### src/rtl/rpc_record_deframer_defines.svh
// assertion macros shared by the rpc record deframer rtl
`ifndef RPC_RECORD_DEFRAMER_DEFINES_SVH
`define RPC_RECORD_DEFRAMER_DEFINES_SVH

// condition holds at every clock edge outside reset
`define RRD_ASSERT_ALWAYS(lbl, cond, msg) \
   lbl: assert property (@(posedge clock) disable iff (reset) (cond)) else $error(msg);

// antecedent implies consequent in the same cycle
`define RRD_ASSERT_IMPLY(lbl, ante, cons, msg) \
   lbl: assert property (@(posedge clock) disable iff (reset) (ante) |-> (cons)) \
      else $error(msg);

`endif

### src/rtl/rrd_pkg.sv
// package with result codes and constants of the rpc record deframer
package rrd_pkg;

   // result kinds
   typedef enum logic [2:0] {
      KIND_HEADER    = 3'd0,
      KIND_ARG_BYTE  = 3'd1,
      KIND_ARG_EMPTY = 3'd2,
      KIND_MSG_END   = 3'd3,
      KIND_LEN_ERROR = 3'd4,
      KIND_OVERRUN   = 3'd5
   } kind_type;

   // register indexes
   localparam logic [1:0] CSR_VERSION_FIRST  = 2'd0;
   localparam logic [1:0] CSR_VERSION_SECOND = 2'd1;
   localparam logic [1:0] CSR_MAX_SIZE       = 2'd2;

   localparam int          RRD_INDEX_BITS      = 14;
   localparam logic [31:0] HARD_SIZE_LIMIT     = 32'd65536;
   localparam logic [31:0] HEADER_BYTES        = 32'd16;
   localparam logic [31:0] VERSION_FIRST_RESET = 32'd1;
   localparam logic [31:0] VERSION_SECOND_RESET = 32'd2;
   localparam logic [16:0] MAX_SIZE_RESET      = 17'd65536;

endpackage

### src/rtl/rpc_record_deframer.sv
// top level of the rpc record deframer: byte parser and result queue
//
// channel   direction  handshake             payload
// req_      in         req_valid/req_stall   req_data_byte
// rsp_      out        rsp_valid/rsp_stall   kind, version_ok, status_word, arg_count,
//                                            arg_index, arg_byte, arg_last, last
// csr_      in         csr_write             csr_index, csr_data
//
// one byte is parsed per cycle while req_stall is low, by counters and compares ahead of a four entry result queue.
// a byte yields zero, one or two results; a result is registered into the queue and offered once it reaches the head.
// req_stall rises while fewer than two queue entries are free.
// reset is synchronous and active high; no clearing pass is needed.
// a stalled result holds at the queue head until taken.
`include "rpc_record_deframer_defines.svh"

module rpc_record_deframer #(
   parameter int INDEX_BITS = rrd_pkg::RRD_INDEX_BITS
) (
   input  logic                  clock,
   input  logic                  reset,
   // byte input
   input  logic                  req_valid,
   output logic                  req_stall,
   input  logic [7:0]            req_data_byte,
   // results
   output logic                  rsp_valid,
   input  logic                  rsp_stall,
   output logic [2:0]            rsp_kind,
   output logic                  rsp_version_ok,
   output logic [31:0]           rsp_status_word,
   output logic [31:0]           rsp_arg_count,
   output logic [INDEX_BITS-1:0] rsp_arg_index,
   output logic [7:0]            rsp_arg_byte,
   output logic                  rsp_arg_last,
   output logic                  rsp_last,
   // configuration
   input  logic                  csr_write,
   input  logic [1:0]            csr_index,
   input  logic [31:0]           csr_data
);
   import rrd_pkg::*;

   localparam int DEPTH    = 4;
   localparam int PTR_BITS = $clog2(DEPTH);
   localparam int CNT_BITS = $clog2(DEPTH + 1);

   typedef enum logic [2:0] {
      PH_SIZE, PH_VERSION, PH_STATUS, PH_COUNT, PH_ARGLEN, PH_DATA, PH_PAD, PH_DRAIN
   } phase_type;

   typedef struct packed {
      kind_type              kind;
      logic                  version_ok;
      logic [31:0]           status_word;
      logic [31:0]           arg_count;
      logic [INDEX_BITS-1:0] arg_index;
      logic [7:0]            arg_byte;
      logic                  arg_last;
      logic                  last;
   } result_type;

   // configuration registers
   logic [31:0] version_first_ff, version_second_ff;
   logic [16:0] max_size_ff;

   // parser state
   phase_type             phase_ff, phase_in;
   logic [16:0]           byte_count_ff, byte_count_in;
   logic [16:0]           record_size_ff, record_size_in;
   logic [31:0]           word_ff, word_in;
   logic                  held_vok_ff, held_vok_in;
   logic [31:0]           held_status_ff, held_status_in;
   logic [31:0]           args_left_ff, args_left_in;
   logic [INDEX_BITS-1:0] cur_index_ff, cur_index_in;
   logic [15:0]           bytes_left_ff, bytes_left_in;
   logic [1:0]            pad_left_ff, pad_left_in;

   // result queue
   result_type            fifo_ff [DEPTH];
   logic [PTR_BITS-1:0]   wr_ptr_ff, rd_ptr_ff;
   logic [CNT_BITS-1:0]   cnt_ff;

   logic       req_take, rsp_take;
   logic       emit_a, emit_b;
   result_type res_a, res_b, push0, push1;
   logic [1:0] push_cnt;
   logic [2:0] size_cnt;
   logic       word_done;
   logic [15:0] arg_len;

   assign req_stall = cnt_ff > CNT_BITS'(DEPTH - 2);
   assign req_take  = req_valid && !req_stall;
   assign rsp_valid = cnt_ff != '0;
   assign rsp_take  = rsp_valid && !rsp_stall;

   // parse one byte
   always_comb begin
      phase_in       = phase_ff;
      byte_count_in  = byte_count_ff;
      record_size_in = record_size_ff;
      word_in        = word_ff;
      held_vok_in    = held_vok_ff;
      held_status_in = held_status_ff;
      args_left_in   = args_left_ff;
      cur_index_in   = cur_index_ff;
      bytes_left_in  = bytes_left_ff;
      pad_left_in    = pad_left_ff;
      emit_a         = 1'b0;
      emit_b         = 1'b0;
      res_a          = '0;
      res_b          = '0;
      size_cnt       = byte_count_ff[2:0] + 3'd1;
      word_done      = 1'b0;
      arg_len        = '0;
      if (req_take) begin
         word_in = {word_ff[23:0], req_data_byte};
         if (phase_ff == PH_SIZE) begin
            byte_count_in = {14'd0, size_cnt};
            if (size_cnt[2]) begin
               byte_count_in = '0;
               if (word_in > {15'd0, max_size_ff} || word_in > HARD_SIZE_LIMIT ||
                   word_in < HEADER_BYTES) begin
                  emit_a     = 1'b1;
                  res_a.kind = KIND_LEN_ERROR;
               end else begin
                  record_size_in = word_in[16:0];
                  byte_count_in  = 17'd4;
                  phase_in       = PH_VERSION;
               end
            end
         end else begin
            byte_count_in = byte_count_ff + 17'd1;
            word_done     = byte_count_in[1:0] == 2'd0;
            arg_len       = word_in[15:0];
            unique case (phase_ff)
               PH_VERSION: begin
                  if (word_done) begin
                     held_vok_in = (word_in == version_first_ff) ||
                                   (word_in == version_second_ff);
                     phase_in    = PH_STATUS;
                  end
               end
               PH_STATUS: begin
                  if (word_done) begin
                     held_status_in = word_in;
                     phase_in       = PH_COUNT;
                  end
               end
               PH_COUNT: begin
                  if (word_done) begin
                     args_left_in      = word_in;
                     cur_index_in      = '0;
                     emit_a            = 1'b1;
                     res_a.kind        = KIND_HEADER;
                     res_a.version_ok  = held_vok_ff;
                     res_a.status_word = held_status_ff;
                     res_a.arg_count   = word_in;
                     phase_in          = (word_in != '0) ? PH_ARGLEN : PH_DRAIN;
                  end
               end
               PH_ARGLEN: begin
                  if (word_done) begin
                     if ({1'b0, byte_count_in} + {2'b0, arg_len} >
                         {1'b0, record_size_ff}) begin
                        phase_in = PH_DRAIN;
                     end else if (arg_len == '0) begin
                        emit_a          = 1'b1;
                        res_a.kind      = KIND_ARG_EMPTY;
                        res_a.arg_index = cur_index_ff;
                        res_a.arg_last  = 1'b1;
                        pad_left_in     = '0;
                        args_left_in    = args_left_ff - 32'd1;
                        cur_index_in    = cur_index_ff + 1'b1;
                        phase_in        = (args_left_in != '0) ? PH_ARGLEN : PH_DRAIN;
                     end else begin
                        bytes_left_in = arg_len;
                        pad_left_in   = 2'd0 - arg_len[1:0];
                        phase_in      = PH_DATA;
                     end
                  end
               end
               PH_DATA: begin
                  bytes_left_in   = bytes_left_ff - 16'd1;
                  emit_a          = 1'b1;
                  res_a.kind      = KIND_ARG_BYTE;
                  res_a.arg_index = cur_index_ff;
                  res_a.arg_byte  = req_data_byte;
                  res_a.arg_last  = bytes_left_in == '0;
                  if (bytes_left_in == '0) begin
                     args_left_in = args_left_ff - 32'd1;
                     cur_index_in = cur_index_ff + 1'b1;
                     if (pad_left_ff != '0) begin
                        phase_in = PH_PAD;
                     end else begin
                        phase_in = (args_left_in != '0) ? PH_ARGLEN : PH_DRAIN;
                     end
                  end
               end
               PH_PAD: begin
                  pad_left_in = pad_left_ff - 2'd1;
                  if (pad_left_in == '0) begin
                     phase_in = (args_left_ff != '0) ? PH_ARGLEN : PH_DRAIN;
                  end
               end
               PH_SIZE, PH_DRAIN: begin
               end
               default: begin
               end
            endcase
            // final byte of the record
            if (byte_count_in >= record_size_ff) begin
               emit_b     = 1'b1;
               res_b.kind = ((phase_in == PH_DRAIN || phase_in == PH_PAD) &&
                             args_left_in == '0) ? KIND_MSG_END : KIND_OVERRUN;
               phase_in      = PH_SIZE;
               byte_count_in = '0;
               word_in       = '0;
            end
         end
      end
   end

   // pack results into queue slots
   always_comb begin
      push0 = res_a;
      push1 = res_b;
      push_cnt = {1'b0, emit_a} + {1'b0, emit_b};
      if (!emit_a) begin
         push0 = res_b;
      end
      if (push_cnt == 2'd2) begin
         push1.last = 1'b1;
      end else begin
         push0.last = 1'b1;
      end
   end

   // state, configuration and queue registers
   always_ff @(posedge clock) begin
      if (reset) begin
         version_first_ff  <= VERSION_FIRST_RESET;
         version_second_ff <= VERSION_SECOND_RESET;
         max_size_ff       <= MAX_SIZE_RESET;
         phase_ff          <= PH_SIZE;
         byte_count_ff     <= '0;
         record_size_ff    <= '0;
         word_ff           <= '0;
         held_vok_ff       <= 1'b0;
         held_status_ff    <= '0;
         args_left_ff      <= '0;
         cur_index_ff      <= '0;
         bytes_left_ff     <= '0;
         pad_left_ff       <= '0;
         wr_ptr_ff         <= '0;
         rd_ptr_ff         <= '0;
         cnt_ff            <= '0;
      end else begin
         if (csr_write) begin
            unique case (csr_index)
               CSR_VERSION_FIRST:  version_first_ff  <= csr_data;
               CSR_VERSION_SECOND: version_second_ff <= csr_data;
               CSR_MAX_SIZE:       max_size_ff       <= csr_data[16:0];
               default: begin
               end
            endcase
         end
         phase_ff       <= phase_in;
         byte_count_ff  <= byte_count_in;
         record_size_ff <= record_size_in;
         word_ff        <= word_in;
         held_vok_ff    <= held_vok_in;
         held_status_ff <= held_status_in;
         args_left_ff   <= args_left_in;
         cur_index_ff   <= cur_index_in;
         bytes_left_ff  <= bytes_left_in;
         pad_left_ff    <= pad_left_in;
         wr_ptr_ff      <= wr_ptr_ff + PTR_BITS'(push_cnt);
         rd_ptr_ff      <= rd_ptr_ff + PTR_BITS'(rsp_take);
         cnt_ff         <= cnt_ff + CNT_BITS'(push_cnt) - CNT_BITS'(rsp_take);
      end
      // queue payload needs no reset
      if (push_cnt != 2'd0) begin
         fifo_ff[wr_ptr_ff] <= push0;
      end
      if (push_cnt == 2'd2) begin
         fifo_ff[wr_ptr_ff + PTR_BITS'(1)] <= push1;
      end
   end

   // queue head drives the result channel
   assign rsp_kind        = fifo_ff[rd_ptr_ff].kind;
   assign rsp_version_ok  = fifo_ff[rd_ptr_ff].version_ok;
   assign rsp_status_word = fifo_ff[rd_ptr_ff].status_word;
   assign rsp_arg_count   = fifo_ff[rd_ptr_ff].arg_count;
   assign rsp_arg_index   = fifo_ff[rd_ptr_ff].arg_index;
   assign rsp_arg_byte    = fifo_ff[rd_ptr_ff].arg_byte;
   assign rsp_arg_last    = fifo_ff[rd_ptr_ff].arg_last;
   assign rsp_last        = fifo_ff[rd_ptr_ff].last;

   // checks
   `RRD_ASSERT_ALWAYS(a_queue_bound, cnt_ff <= CNT_BITS'(DEPTH), "result queue overflow")
   `RRD_ASSERT_IMPLY(a_room_on_take, req_take, cnt_ff <= CNT_BITS'(DEPTH - 2),
                     "no room for a byte's results")
   `RRD_ASSERT_IMPLY(a_size_range, phase_ff != PH_SIZE,
                     record_size_ff >= 17'd16 && byte_count_ff < record_size_ff,
                     "record size or count out of range")
   `RRD_ASSERT_IMPLY(a_size_count, phase_ff == PH_SIZE, byte_count_ff < 17'd4,
                     "size word count out of range")
   `RRD_ASSERT_IMPLY(a_pair_end, push_cnt == 2'd2,
                     push1.kind == KIND_MSG_END || push1.kind == KIND_OVERRUN,
                     "second result is not a record end")

endmodule
### config.mk
export PLATFORM = sky130hd
export DESIGN_NAME = rpc_record_deframer
export DESIGN_NICKNAME = d
export VERILOG_FILES = /design/src/rtl/rrd_pkg.sv /design/src/rtl/rpc_record_deframer.sv
export VERILOG_INCLUDE_DIRS = /design/src /design/src/rtl
export SDC_FILE = /design/constraint.sdc
export NUM_CORES = 2
export LEC_CHECK = 0
export BUFFER_PORTS_ARGS = -buffer_cell sky130_fd_sc_hd__clkbuf_2
export CAP_MARGIN = 10
export CORE_UTILIZATION = 45
export DETAILED_ROUTE_END_ITERATION = 7
export GPL_TIMING_DRIVEN = 0
export SYNTH_ARGS = -nofsm -noshare
export SYNTH_HDL_FRONTEND = slang
export SYNTH_SLANG_ARGS = --single-unit
### constraint.sdc
create_clock -name clock -period 17.75 [get_ports clock]
set_clock_uncertainty 0.15 [all_clocks]
set_input_delay 5.325 -clock clock [delete_from_list [all_inputs] [get_ports clock]]
set_output_delay 5.325 -clock clock [all_outputs]
set_load 0.05 [all_outputs]
Word level (Yosys, flattened, before mapping)
Memory sizes are Yosys's and may differ from the RTL's. A register that Yosys moved wholly into a read port is not among the register bits.
Index checks and enable logic that the tools add are counted.

word-level totals
  register bits = 246
  RAM bits = 368
  bits of input ports = 47
  memories kept = 1

operators by class
  add/subtract/negate cells = 14
  $lt $le $gt $ge = 6
  equal/unequal tests = 21
  multiplexer cells = 87
  bitwise logic cells = 2
  reduce and logical (&&, ||, !) cells = 36

memory list
  name     depth  bits a word  rd ports  clocked after Yosys merged registers in  write ports  line                       text
  fifo_ff  4      92           1         1                                        2            rpc_record_deframer.sv:79  result_type fifo_ff [DEPTH];

operators by type and width
  cell                                                                                count
  32-bit 2-to-1 mux                                                                   7
  65-bit 2-to-1 mux                                                                   2
  14-bit 2-to-1 mux                                                                   8
  32-bit case mux with 3 select lines                                                 1
  32-bit nonzero test                                                                 3
  92-bit 2-to-1 mux                                                                   1
  91-bit 2-to-1 mux                                                                   1
  88-bit 2-to-1 mux                                                                   1
  32-bit equality test                                                                2
  3-bit 2-to-1 mux                                                                    21
  16-bit 2-to-1 mux                                                                   3
  24-bit 2-to-1 mux                                                                   2
  14-bit case mux with 3 select lines                                                 1
  17-bit 2-to-1 mux                                                                   2
  32-bit by 17-bit greater-than comparator with 1-bit output                          1
  32-bit by 17-bit greater-than comparator with 1-bit output (second input constant)  1
  16-bit logical NOT                                                                  2
  32-bit logical NOT                                                                  1
  32-bit by 5-bit less-than comparator with 1-bit output (second input constant)      1
  16-bit case mux with 2 select lines                                                 1
  32-bit by 1-bit subtractor with 32-bit output (second input constant)               1
  14-bit case mux with 2 select lines                                                 1
  2-bit 2-to-1 mux                                                                    13
  17-bit by 16-bit adder with 18-bit output                                           1
  other kinds (42)                                                                    88

Longest topological paths before layout
  depth in word-level cells = 18
  mapped depth = 36

Worst setup path after synthesis
Ideal clock, no wire load.

  path type = input to register
  start point = input req_data_byte[1]
  end point = memory fifo_ff[1][0] in the netlist's numbering, enable pin
  arrival = 11.192 ns
  required time = 17.331 ns
  setup slack = 6.139 ns
  stages on the path = 31
  path buffers = 4
  path through = clkbuf_1 -> inv_1 -> fa_1 -> nor2b_1 -> o21ai_0 -> a21boi_0 -> o21ai_0 -> a21boi_0 -> o21ai_0 -> a21boi_0 -> o21ai_0 -> a21oi_1 -> a21o_1 -> a21oi_1 -> xnor2_1 -> ha_1 -> and4_1 -> nand3_1 -> o211ai_1 -> and2_1 -> clkbuf_1 -> nor3_1 -> or4_1 -> and2_1 -> ha_1 -> nor2b_1 -> nor2b_1 -> nor2_1 -> clkbuf_1 -> clkbuf_1 -> inv_1

RTL lines
  item             line                       text
  start, declared  rpc_record_deframer.sv:24  input logic [7:0] req_data_byte,
  end, declared    rpc_record_deframer.sv:79

==> impl_metrics.toml <==
[timing]
setup_violations = 0
slew_viol_final = 0
fmax_mhz = 70.35
finalHoldViolCount = 0
rsz0062_at_grt = "no"
period_share_pct = 80.08
period_minus_slack_ns = 14.21
holdWs_ns = 0.3035
tns_ns = 0
slew_headroom_pct = 6.865
worst_pin_slew_ns = 1.397

[route]
wire_per_inst_um = 25.75
drc = 0
dr.first_iter.drc_count = 2586
vias_per_cell = 6.284
wirelength_um = 111300
firstDrtPassIters = 6
via_count = 27160
ant_nets = 0

[die]
dieArea_mm2 = 0.06609
ios = 141
rows = 93
die_w_um = 257.1
initial_core_util_pct = 45.50
design.core.area_mm2 = 0.06435
die_y_um = 257.1

[global_route]
antenna_found_initial = 4
overflow = 0
grt_pass1_vias = 26200
grt_max_degree = 15
grt_pass1_wl_um = 164500
grt_usage_pct = 32.75

[worst_setup_path]
reg2reg_slack_ns = 7.50
worst-path-buf-inv = 7
critPathLaunchType = "input port"
crit_path_max_fanout = 10
cp.arrival_ns = 14.39
critical_path.top_delay_family = "simple AND/OR/NAND/NOR gates"
cp-end-kind = "flop"
required_ns = 17.92
cpPeakStageDelay_ns = 0.84
critPathKind = "input port to flop"
critPathSlowestCell = "nor2_1"

[synth]
ys_seq_area_share_pct = 42.53
synth_fp_nets = 3334
synth_flop_cell = "dfxtp_1"
syn_inst = 3198
ys_types = 90
yosysWarnings = 0
ys_seq_elements = 614
synth-async-reset-ratio_pct = 0
synth-edff-count = 16
syn-mean-instance-area_um2 = 9.155
syn_area_mm2 = 0.02928

[cells_and_area]
seq_area_mm2 = 0.01245
final.fill_count = 5996
nNetsFinal = 3549
postLayoutCellArea_mm2 = 0.03342
area_delta_synth_final_pct = 14.14
multi_input_area_mm2 = 0.01539
drive_gt1_share_pct = 11.34

[clocking]
cts.clk_slew.worst_paths_ns = 0.06
cts.sinks = 614
cts-resized-gates = 0
cts-htree-levels = 3
cts_max_path_buffers = 3
hold_buffers = 0
cts_setup_buffers = 0
cts_root_buf = "clkbuf_16"
numCtsBuffers = 69
cts_tree = "built"
clk_latency_ns = 0.62

[power]
seq_power_share_pct = 42.1
leakagePower_nw = 12.02
irDropWorstVdd_uv = 67.45
swShare_pct = 28.25
p_switching_mw = 0.9547
power_frac_comb_pct = 14.2
internal_power_mw = 2.425
clock_power_share_pct = 43.7
power_density_mw_per_mm2 = 101.1

[placement]
port_buffers = 139
gp_congestion = 0.9570
place_area_mm2 = 0.03109
hpwlAfterDp_um = 79550

[job]
maxCapViolations = 0

[status]
status = "finished, final reports clean"

[min_path]
hold_path_class = "flop to flop"
## layer usage
layer,track usage (%),routed length (um),up-vias
li1,-,-,12150
met1,43.14,46500,13410
met2,52.26,50930,1303
met3,5.290,8152,293
met4,15.81,5690,2
met5,0,13,-
## per-stage QoR
stage          util [%]  power [mW]  setup WS, ns  std cells
2_1_floorplan         -       1.760         6.139       3198
5_1_grt           51.93       3.477         3.083       4320
3_5_place_dp      48.32       1.929         3.142       4196
3_3_place_gp      48.24       1.921         3.105       4192
4_1_cts           51.92       3.388         3.756       4319
6_report          51.93       3.380         3.536       4322
## cell usage after synthesis, drive strengths merged, types with 27 or more instances
| cell | number | share of area, % |
|---|---|---|
| a22o | 91 | 2.7 |
| a22oi | 27 | 0.69 |
| clkbuf | 250 | 3.2 |
| nand4 | 46 | 0.98 |
| a21oi | 224 | 3.8 |
| a211oi | 28 | 0.74 |
| dfxtp | 598 | 41 |
| o21ai | 182 | 3.1 |
| inv | 77 | 0.99 |
| nor4 | 36 | 0.97 |
| ha | 87 | 3.7 |
| mux4 | 92 | 7.1 |
| a32o | 167 | 5.7 |
| nand2 | 498 | 6.4 |
| nor2 | 185 | 2.4 |
| buf | 42 | 0.70 |
| xnor2 | 99 | 3.0 |
| nor3 | 41 | 0.70 |
| nand3 | 65 | 1.2 |
## registers in the layout, indices dropped and copies added, names as in the netlist
register           count
pad_left_ff            2
version_second_ff     32
cnt_ff                 3
held_vok_ff            1
byte_count_ff         17
version_first_ff      32
bytes_left_ff         16
held_status_ff        32
max_size_ff           17
word_ff               24
record_size_ff        17
fifo_ff              368
rd_ptr_ff              2
args_left_ff          32
cur_index_ff          14
wr_ptr_ff              2
phase_ff               3
## power by group through the flow
stage / clock network (mW) / logic, mW / registers (mW)
after floorplan: 0 / 0.319 / 1.44
after global placement: 0 / 0.468 / 1.45
after detailed placement: 0 / 0.475 / 1.45
after CTS: 1.49 / 0.478 / 1.42
after global routing: 1.54 / 0.511 / 1.42
final: 1.48 / 0.479 / 1.42
## worst paths after layout
kind,depth (start not counted),from,end
max,32,req_data_byte[1],fifo_ff[1][91]
min,2,fifo_ff[1][65],fifo_ff[1][65]
max reg2reg,32,byte_count_ff[0],fifo_ff[1][91]
min reg2reg,2,fifo_ff[1][65],fifo_ff[1][65]
## tightest hold or removal path, stage by stage, from the launching register on
cell     delay [ns]
dfxtp_1        0.32
nand2_1        0.04
o21ai_0        0.06
## area by class of cell
type / count / share of cell area (%)
antenna: 2 / 0.01498
sequential: 614 / 37.26
multi-input combinational: 2214 / 46.06
tap: 855 / 3.201
timing repair buffer: 144 / 2.250
clock inverter: 26 / 1.082
clock buffer: 97 / 5.841
buffer: 292 / 3.418
inverter: 78 / 0.8761
## kinds of logic (layout without fill, tap and decap cells)
family / count (synthesis) / in the layout / share of synthesized area [%]
compound gates: 871 / 871 / 21.07
xor+xnor: 124 / 124 / 3.709
fa+ha+maj: 89 / 89 / 3.855
buf+inv: 370 / 637 / 4.902
flops: 614 / 614 / 42.53
mux: 110 / 110 / 7.697
other cells: 0 / 2 / 0
simple gates: 1020 / 1020 / 16.24
## cell usage in the layout (no fill, tap or decap), types with 15 or more instances in the layout
cell type | Yosys | layout
dfxtp_1 | 598 | 598
nand2_1 | 498 | 498
clkbuf_1 | 250 | 266
a21oi_1 | 224 | 224
nor2_1 | 184 | 184
o21ai_0 | 179 | 179
a32o_1 | 167 | 167
clkbuf_2 | 0 | 140
xnor2_1 | 99 | 99
mux4_2 | 92 | 92
a22o_1 | 91 | 91
ha_1 | 87 | 87
inv_1 | 77 | 77
clkbuf_16 | 0 | 69
nand3_1 | 63 | 63
nand4_1 | 46 | 46
nor3_1 | 41 | 41
nor4_1 | 32 | 32
buf_1 | 27 | 27
a211oi_1 | 27 | 27
a22oi_1 | 27 | 27
or3_1 | 25 | 25
xor2_1 | 25 | 25
nor2b_1 | 22 | 22
a21o_1 | 22 | 22
mux2i_1 | 17 | 17
edfxtp_1 | 16 | 16
nand2b_1 | 15 | 15
(Power assumes the default switching activity.)
